## config.mk

```make
export PLATFORM = sky130hd
export DESIGN_NAME = http_request_head_tokenizer_top
export DESIGN_NICKNAME = d
export VERILOG_FILES = /design/src/rtl/htok_pkg.sv /design/src/rtl/htok_cfg.sv /design/src/rtl/htok_step.sv /design/src/rtl/http_request_head_tokenizer_top.sv
export SDC_FILE = /design/constraint.sdc
export NUM_CORES = 1
export LEC_CHECK = 0
export BUFFER_PORTS_ARGS = -buffer_cell sky130_fd_sc_hd__buf_2
export CORE_MARGIN = 10
export CORE_UTILIZATION = 30
export DETAILED_ROUTE_END_ITERATION = 7
export PLACE_DENSITY = 0.53
export SLEW_MARGIN = 20
export SYNTH_ARGS = -nofsm -noshare
export SYNTH_HDL_FRONTEND = slang
export SYNTH_SLANG_ARGS = --single-unit
```

## constraint.sdc

```tcl
create_clock -name clk_i -period 9.2 [get_ports clk_i]
set_input_delay 1.38 -clock clk_i [delete_from_list [all_inputs] [get_ports clk_i]]
set_output_delay 1.38 -clock clk_i [all_outputs]
set_load 0.02 [all_outputs]
```

## src/rtl/htok_pkg.sv

```systemverilog
package htok_pkg;

  // Input op codes
  localparam logic [1:0] OP_DATA    = 2'd0;
  localparam logic [1:0] OP_EOS     = 2'd1;
  localparam logic [1:0] OP_RESTART = 2'd2;

  // Result kinds
  localparam logic [1:0] KIND_BYTE  = 2'd0;
  localparam logic [1:0] KIND_END   = 2'd1;
  localparam logic [1:0] KIND_DONE  = 2'd2;
  localparam logic [1:0] KIND_ERROR = 2'd3;

  // Field tags
  localparam logic [1:0] FLD_METHOD = 2'd0;
  localparam logic [1:0] FLD_URL    = 2'd1;
  localparam logic [1:0] FLD_KEY    = 2'd2;
  localparam logic [1:0] FLD_VALUE  = 2'd3;

  // Error causes
  localparam logic [1:0] CAUSE_NONE = 2'd0;
  localparam logic [1:0] CAUSE_EOS  = 2'd1;
  localparam logic [1:0] CAUSE_CR   = 2'd2;

  // Parser phases
  localparam logic [3:0] PH_METHOD     = 4'd0;
  localparam logic [3:0] PH_URL        = 4'd1;
  localparam logic [3:0] PH_LINE       = 4'd2;
  localparam logic [3:0] PH_LINE_CR    = 4'd3;
  localparam logic [3:0] PH_KEY        = 4'd4;
  localparam logic [3:0] PH_COLON_SKIP = 4'd5;
  localparam logic [3:0] PH_VALUE      = 4'd6;
  localparam logic [3:0] PH_LF_SKIP    = 4'd7;
  localparam logic [3:0] PH_FINISHED   = 4'd8;

  // Register indexes
  localparam logic [1:0] REG_METHOD_MAX = 2'd0;
  localparam logic [1:0] REG_URL_MAX    = 2'd1;
  localparam logic [1:0] REG_KEY_MAX    = 2'd2;
  localparam logic [1:0] REG_VALUE_MAX  = 2'd3;

  localparam logic [15:0] METHOD_MAX_RST = 16'd64;
  localparam logic [15:0] URL_MAX_RST    = 16'd1024;
  localparam logic [15:0] KEY_MAX_RST    = 16'd1024;
  localparam logic [15:0] VALUE_MAX_RST  = 16'd4096;

  localparam logic [7:0] CH_SPACE = 8'h20;
  localparam logic [7:0] CH_COLON = 8'h3a;
  localparam logic [7:0] CH_CR    = 8'h0d;
  localparam logic [7:0] CH_LF    = 8'h0a;

  localparam logic [2:0] HOST_FULL     = 3'd4;
  localparam logic [2:0] HOST_MISMATCH = 3'd5;

  function automatic logic [7:0] host_char(input logic [1:0] idx);
    logic [7:0] c;
    case (idx)
      2'd0:    c = 8'h48; // H
      2'd1:    c = 8'h6f; // o
      2'd2:    c = 8'h73; // s
      default: c = 8'h74; // t
    endcase
    return c;
  endfunction

  typedef struct packed {
    logic [1:0] op;
    logic [7:0] byte_in;
  } in_item_t;

  typedef struct packed {
    logic [1:0] kind;
    logic [1:0] field;
    logic [7:0] data_byte;
    logic       is_host;
    logic [1:0] error_cause;
  } out_item_t;

  typedef struct packed {
    logic [15:0] method_max;
    logic [15:0] url_max;
    logic [15:0] key_max;
    logic [15:0] value_max;
  } limits_t;

  typedef struct packed {
    logic [3:0]  phase;
    logic [15:0] remaining;
    logic        limit_pending;
    logic [2:0]  host_prog;
    logic        host_flag;
  } parse_state_t;

endpackage

```

## src/rtl/htok_cfg.sv

```systemverilog
module htok_cfg import htok_pkg::*; (
  input  logic        clk_i,
  input  logic        rst_ni,
  input  logic        cfg_valid_i,
  output logic        cfg_ready_o,
  input  logic [1:0]  cfg_index_i,
  input  logic [15:0] cfg_data_i,
  output limits_t     limits_o
);

  limits_t limits_q, limits_d;

  assign cfg_ready_o = 1'b1;

  always_comb begin
    limits_d = limits_q;
    if (cfg_valid_i) begin
      case (cfg_index_i)
        REG_METHOD_MAX: limits_d.method_max = cfg_data_i;
        REG_URL_MAX:    limits_d.url_max    = cfg_data_i;
        REG_KEY_MAX:    limits_d.key_max    = cfg_data_i;
        REG_VALUE_MAX:  limits_d.value_max  = cfg_data_i;
        default:        limits_d = limits_q;
      endcase
    end
  end

  always_ff @(posedge clk_i or negedge rst_ni) begin
    if (!rst_ni) begin
      limits_q.method_max <= METHOD_MAX_RST;
      limits_q.url_max    <= URL_MAX_RST;
      limits_q.key_max    <= KEY_MAX_RST;
      limits_q.value_max  <= VALUE_MAX_RST;
    end else begin
      limits_q <= limits_d;
    end
  end

  assign limits_o = limits_q;

endmodule

```

## src/rtl/htok_step.sv

```systemverilog
module htok_step import htok_pkg::*; (
  input  parse_state_t state_i,
  input  in_item_t     item_i,
  input  limits_t      limits_i,
  output parse_state_t state_o,
  output logic         res_valid_o,
  output out_item_t    res_o
);

  logic [15:0] lim_sel;
  logic [15:0] cur_rem;
  logic        keep;
  logic [7:0]  b;

  assign b = item_i.byte_in;

  // Limit for the field of the current phase; sampled on the field's first byte.
  always_comb begin
    case (state_i.phase)
      PH_METHOD: lim_sel = limits_i.method_max;
      PH_URL:    lim_sel = limits_i.url_max;
      PH_KEY:    lim_sel = limits_i.key_max;
      default:   lim_sel = limits_i.value_max;
    endcase
  end

  assign cur_rem = state_i.limit_pending ? lim_sel : state_i.remaining;
  assign keep    = (cur_rem != 16'd0);

  always_comb begin
    state_o     = state_i;
    res_valid_o = 1'b0;
    res_o       = '0;

    if (item_i.op == OP_RESTART) begin
      state_o.phase         = PH_METHOD;
      state_o.limit_pending = 1'b1;
      state_o.remaining     = limits_i.method_max;
      state_o.host_prog     = 3'd0;
      state_o.host_flag     = 1'b0;
    end else if (item_i.op == OP_EOS && state_i.phase != PH_FINISHED) begin
      state_o.phase = PH_FINISHED;
      res_valid_o   = 1'b1;
      if (state_i.phase == PH_KEY || state_i.phase == PH_LF_SKIP) begin
        res_o.kind = KIND_DONE;
      end else begin
        res_o.kind        = KIND_ERROR;
        res_o.error_cause = CAUSE_EOS;
      end
    end else if (item_i.op == OP_DATA && state_i.phase != PH_FINISHED) begin
      case (state_i.phase)
        PH_METHOD, PH_URL: begin
          res_o.field = (state_i.phase == PH_METHOD) ? FLD_METHOD : FLD_URL;
          if (b == CH_SPACE) begin
            state_o.phase         = (state_i.phase == PH_METHOD) ? PH_URL : PH_LINE;
            state_o.limit_pending = 1'b1;
            res_valid_o           = 1'b1;
            res_o.kind            = KIND_END;
          end else if (b == CH_CR) begin
            state_o.phase     = PH_FINISHED;
            res_valid_o       = 1'b1;
            res_o.kind        = KIND_ERROR;
            res_o.field       = FLD_METHOD;
            res_o.error_cause = CAUSE_CR;
          end else begin
            state_o.limit_pending = 1'b0;
            state_o.remaining     = keep ? cur_rem - 16'd1 : cur_rem;
            res_valid_o           = keep;
            res_o.kind            = KIND_BYTE;
            res_o.data_byte       = b;
          end
        end
        PH_LINE: begin
          if (b == CH_CR) state_o.phase = PH_LINE_CR;
        end
        PH_LINE_CR: begin
          if (b == CH_LF) begin
            state_o.phase         = PH_KEY;
            state_o.limit_pending = 1'b1;
            state_o.host_prog     = 3'd0;
            state_o.host_flag     = 1'b0;
          end else if (b != CH_CR) begin
            state_o.phase = PH_LINE;
          end
        end
        PH_KEY: begin
          if (b == CH_COLON) begin
            state_o.host_flag     = (state_i.host_prog == HOST_FULL);
            state_o.phase         = PH_COLON_SKIP;
            state_o.limit_pending = 1'b1;
            res_valid_o           = 1'b1;
            res_o.kind            = KIND_END;
            res_o.field           = FLD_KEY;
            res_o.is_host         = (state_i.host_prog == HOST_FULL);
          end else if (b == CH_CR) begin
            state_o.phase = PH_FINISHED;
            res_valid_o   = 1'b1;
            res_o.kind    = KIND_DONE;
          end else begin
            state_o.limit_pending = 1'b0;
            state_o.remaining     = keep ? cur_rem - 16'd1 : cur_rem;
            if (keep) begin
              if (state_i.host_prog < HOST_FULL && b == host_char(state_i.host_prog[1:0])) begin
                state_o.host_prog = state_i.host_prog + 3'd1;
              end else begin
                state_o.host_prog = HOST_MISMATCH;
              end
            end
            res_valid_o     = keep;
            res_o.kind      = KIND_BYTE;
            res_o.field     = FLD_KEY;
            res_o.data_byte = b;
          end
        end
        PH_COLON_SKIP: begin
          state_o.phase         = PH_VALUE;
          state_o.limit_pending = 1'b1;
        end
        PH_VALUE: begin
          res_o.field   = FLD_VALUE;
          res_o.is_host = state_i.host_flag;
          res_valid_o   = 1'b1;
          if (b == CH_CR) begin
            state_o.phase         = PH_LF_SKIP;
            state_o.limit_pending = 1'b1;
            res_o.kind            = KIND_END;
          end else begin
            state_o.limit_pending = 1'b0;
            state_o.remaining     = keep ? cur_rem - 16'd1 : cur_rem;
            res_valid_o           = keep;
            res_o.kind            = KIND_BYTE;
            res_o.data_byte       = b;
          end
        end
        PH_LF_SKIP: begin
          state_o.phase         = PH_KEY;
          state_o.limit_pending = 1'b1;
          state_o.host_prog     = 3'd0;
          state_o.host_flag     = 1'b0;
        end
        default: begin
          state_o.phase = PH_FINISHED;
        end
      endcase
    end
  end

endmodule

```

## src/rtl/http_request_head_tokenizer_top.sv

```systemverilog
// Path: an accepted item is held in the input register; its result (if any)
//   is written to the result register when the item retires, and is driven from there.
// Throughput: one item per cycle while the result slot is not stalled; the parser state update is combinational.
// Reset (async, active low): limits return to 64/1024/1024/4096, parser to the
//   method phase, both pipeline registers empty.
module http_request_head_tokenizer_top import htok_pkg::*; (
  input  logic        clk_i,
  input  logic        rst_ni,
  // item input
  input  logic        in_valid_i,
  output logic        in_ready_o,
  input  in_item_t    in_data_i,
  // result output
  output logic        out_valid_o,
  input  logic        out_ready_i,
  output out_item_t   out_data_o,
  // register writes
  input  logic        cfg_valid_i,
  output logic        cfg_ready_o,
  input  logic [1:0]  cfg_index_i,
  input  logic [15:0] cfg_data_i
);

  limits_t      limits;

  // input register
  logic         s1_valid_q, s1_valid_d;
  in_item_t     s1_item_q;

  // parser state
  parse_state_t state_q, state_d;

  // result register
  logic         out_valid_q, out_valid_d;
  out_item_t    out_item_q;

  logic         res_valid;
  out_item_t    res;
  logic         out_free;
  logic         s1_adv;

  htok_cfg u_cfg (
    .clk_i       (clk_i),
    .rst_ni      (rst_ni),
    .cfg_valid_i (cfg_valid_i),
    .cfg_ready_o (cfg_ready_o),
    .cfg_index_i (cfg_index_i),
    .cfg_data_i  (cfg_data_i),
    .limits_o    (limits)
  );

  htok_step u_step (
    .state_i     (state_q),
    .item_i      (s1_item_q),
    .limits_i    (limits),
    .state_o     (state_d),
    .res_valid_o (res_valid),
    .res_o       (res)
  );

  // Output slot frees when empty or being drained this cycle.
  assign out_free = !out_valid_q || out_ready_i;
  // The held item retires when it makes no result or the result has a slot.
  assign s1_adv   = s1_valid_q && (!res_valid || out_free);
  assign in_ready_o = !s1_valid_q || s1_adv;

  always_comb begin
    s1_valid_d = s1_valid_q;
    if (in_valid_i && in_ready_o) begin
      s1_valid_d = 1'b1;
    end else if (s1_adv) begin
      s1_valid_d = 1'b0;
    end
  end

  always_comb begin
    out_valid_d = out_valid_q;
    if (s1_adv && res_valid) begin
      out_valid_d = 1'b1;
    end else if (out_ready_i) begin
      out_valid_d = 1'b0;
    end
  end

  always_ff @(posedge clk_i or negedge rst_ni) begin
    if (!rst_ni) begin
      s1_valid_q              <= 1'b0;
      out_valid_q             <= 1'b0;
      state_q.phase           <= PH_METHOD;
      state_q.remaining       <= METHOD_MAX_RST;
      state_q.limit_pending   <= 1'b1;
      state_q.host_prog       <= 3'd0;
      state_q.host_flag       <= 1'b0;
    end else begin
      s1_valid_q  <= s1_valid_d;
      out_valid_q <= out_valid_d;
      if (s1_adv) begin
        state_q <= state_d;
      end
    end
  end

  // payload registers, no reset
  always_ff @(posedge clk_i) begin
    if (in_valid_i && in_ready_o) begin
      s1_item_q <= in_data_i;
    end
    if (s1_adv && res_valid) begin
      out_item_q <= res;
    end
  end

  assign out_valid_o = out_valid_q;
  assign out_data_o  = out_item_q;

endmodule

```

==> impl_metrics.toml <==
[placed_design]
io_buffers = 49
dp_hpwl_mm = 11.4
post-place-ws_ns = 4.02
dp_cells = 872
place_congestion = 0.878

[synthesis]
yosysTopAreaCell = "dfrtp_1"
postSynthCellCount = 578
async_flop_share_pct = 78.4
synth.ff_latch_count = 116
ys.flop_type = "dfrtp_1"
syn_area_per_cell_um2 = 11.1
syn-num-nets = 618
synth_edf_count = 25
ys_top_cells_by_area = "dfrtp_1, edfxtp_1, mux2_2, mux2i_1, dfstp_2"
yosysTopAreaCellShare_pct = 33.2
synth.distinct_cells = 81
ys_seq_area_share_pct = 47.4
synth.cell_area_um2 = 6410
ys_warn_count = 0

[worst_setup_path]
cp_slowest_cell = "dfrtp_1"
end_kind = "primary output"
required_ns = 7.82
rrSetupSlack_ns = 4.83
crit_chain = "buf_4 -> or3_4 -> o211ai_1 -> o22ai_1 -> ha_1 -> nand2_1 -> nor4_4 -> and4_1 -> a21oi_1 -> o21ai_1 -> or2_2 -> buf_2"
cp.arrival_ns = 4.29
crit_fanout = 27
worstReg2RegStart = "state_q[21]"
rr_worst_depth = 11
critPathKind = "reg -> out"
r2r-end = "s1_item_q[7]"
cp_top_family = "simple AND/OR/NAND/NOR gates"
cp-start-kind = "flop"
worst-path-buf-inv = 2
worst_path_largest_cell_delay_ns = 0.73

[cells_and_area]
antenna_cells = 0
drive_gt1_share_pct = 28.8
layout_commonest_cell = "dfrtp_1"
final_cells = 904
area_delta_synth_final_pct = 16.7
fin_nets = 656
final_cell_mix = "dfrtp_1, mux2_2, buf_2, nand2_1, o21ai_0"

[timing]
finalCritPeriodShare_pct = 61.7
hold_violations = 0
timing.final.ws_setup_ns = 3.53
drv_slew = 0
rsz0062_at_grt = "false"
worstMarginPinSlew_ns = 1.08
skew_ns = 0.0144
tns_ns = 0
setup-violations-final = 0
min_period_ns = 5.67
fmax_mhz = 176
slew_headroom_pct = 27.2

[cts]
cts_tree = "built"
cts.sinks = 116
clk_path_buf_depth = 2
cts.repair.resized = 0
insertion_delay_ns = 0.43
cts_buffers = 17
clkTransAtPathRegs_ns = 0.06
cts_hold_buf = 0
cts.htree.levels = 4
root_buffer = "clkbuf_16"
post_cts.repair.setup_buffers = 0

[status]
outcome = "complete, no violations"

[routing]
dr_wl_met3_um = 853
viasPerCell = 5.38
drt_iter0_drc = 258
highest_layer = "met4"
routed_wl_mm = 16.2
vias = 4860
route.met2.wl_mm = 7.65
met1_length_mm = 7.42
detail-route-antenna-nets = 0
drc = 0
wl_per_cell_um = 18.0
drtPass1Iterations = 5

[pwr]
leakage_nw = 2.99
powerDensity_nw_per_um2 = 267
peakVddDrop_mv = 0.107

[die]
initial_utilization_pct = 30.5
io-pin-count = 51
fp.dieH_um = 166
die-area_um2 = 27600
rows = 53
coreArea_um2 = 21000
die_w_um = 166

[worst_hold_path]
hold_start = "state_q[17]"
holdPathEnd = "state_q[17]"
hold_depth = 2
hp-class = "reg -> reg"

[flow_run]
maxCapViolations = 0

[global_route]
grt.total_usage_pct = 11.8
antenna_found_initial = 0
grt_max_degree = 60
grt_pass1_wl_mm = 26.8
first_global_vias = 5020
grt.overflow.total = 0
==> per-stage QoR <==
stage	hold WS (ns)	util, %	cell area (um2)	power, mW
after floorplan	0.450	-	6410	1.16
after global placement	0.475	32.6	6850	1.29
after detailed placement	0.478	32.6	6850	1.30
after CTS	0.494	35.6	7470	2.01
after global routing	0.506	35.6	7480	2.12
final	0.489	35.6	7480	1.99
==> kinds of logic after synthesis <==
family | synth area share [%]
mux | 15.4
fa+ha+maj | 1.37
flops | 47.4
xor+xnor | 1.91
buf+inv | 3.87
other cells | 0.0585
compound gates | 16.2
simple gates | 13.9
==> flip-flops by register name, indices dropped and copies added, names as in the netlist <==
name	flops
u_cfg.limits_o	64
out_valid_o	1
s1_item_q	10
out_data_o	15
s1_valid_q	1
state_q	25
==> power by group <==
group	total, mW	internal, mW	leakage, nW	switching (mW)
registers	0.729	0.638	1.34	0.0912
logic	0.567	0.240	1.35	0.327
clock network	0.699	0.442	0.306	0.257
total	1.99	1.32	2.99	0.676
==> worst reg2reg max path, stage by stage (launching register included) <==
cell and delay, ns:
dfrtp_1 0.73, buf_4 0.47, or3_4 0.22, o211ai_1 0.10
o22ai_1 0.37, ha_1 0.25, nand2_1 0.10, nor4_4 0.34
and4_1 0.50, a21oi_1 0.13, o21ai_1 0.34, o21a_1 0.47
==> routing by layer <==
layer  global-route usage (%)  vias up
li1                         -     2244
met1                     15.2     2436
met2                     18.4      152
met3                     3.01       28
met4                     4.93        0
met5                        0        -
==> how the worst max path moves through the flow <==
stage	startpoint	endpoint	slack, ns	cells after the start
2_1_floorplan	state_q[21]	in_ready_o	4.86	14
3_3_place_gp	state_q[21]	in_ready_o	4.15	12
3_5_place_dp	state_q[21]	in_ready_o	4.02	12
4_1_cts	state_q[21]	in_ready_o	3.58	12
5_1_grt	state_q[21]	in_ready_o	3.22	12
6_report	state_q[21]	in_ready_o	3.53	12
==> cell type report <==
class,count,area [um2]
Clock buffer,18,439
Clock inverter,14,188
Fill cell,2105,13500
Inverter,14,52.6
Multi-Input combinational cell,414,3140
Sequential cell,116,3040
Tap cell,275,344
Timing Repair Buffer,53,278
==> cell usage after synthesis, drive strengths merged (5+ instances only) <==
| library cell | instances |
|---|---|
| dfrtp | 85 |
| mux2 | 68 |
| o21ai | 42 |
| nand2 | 32 |
| nor2 | 30 |
| edfxtp | 25 |
| mux2i | 22 |
| a21oi | 20 |
| clkbuf | 18 |
| buf | 16 |
| nor3 | 16 |
| inv | 14 |
| nand3 | 11 |
| o211ai | 11 |
| nand2b | 9 |
| xor2 | 9 |
| and2 | 8 |
| and3 | 8 |
| o21a | 8 |
| a22oi | 7 |
| ha | 7 |
| o211a | 7 |
| o2bb2ai | 7 |
| a31oi | 6 |
| dfstp | 6 |
| nor4 | 6 |
| a211oi | 5 |
| nand4 | 5 |
| o221ai | 5 |
| or3 | 5 |
| xnor2 | 5 |
Power figures use the tool's default switching activity.
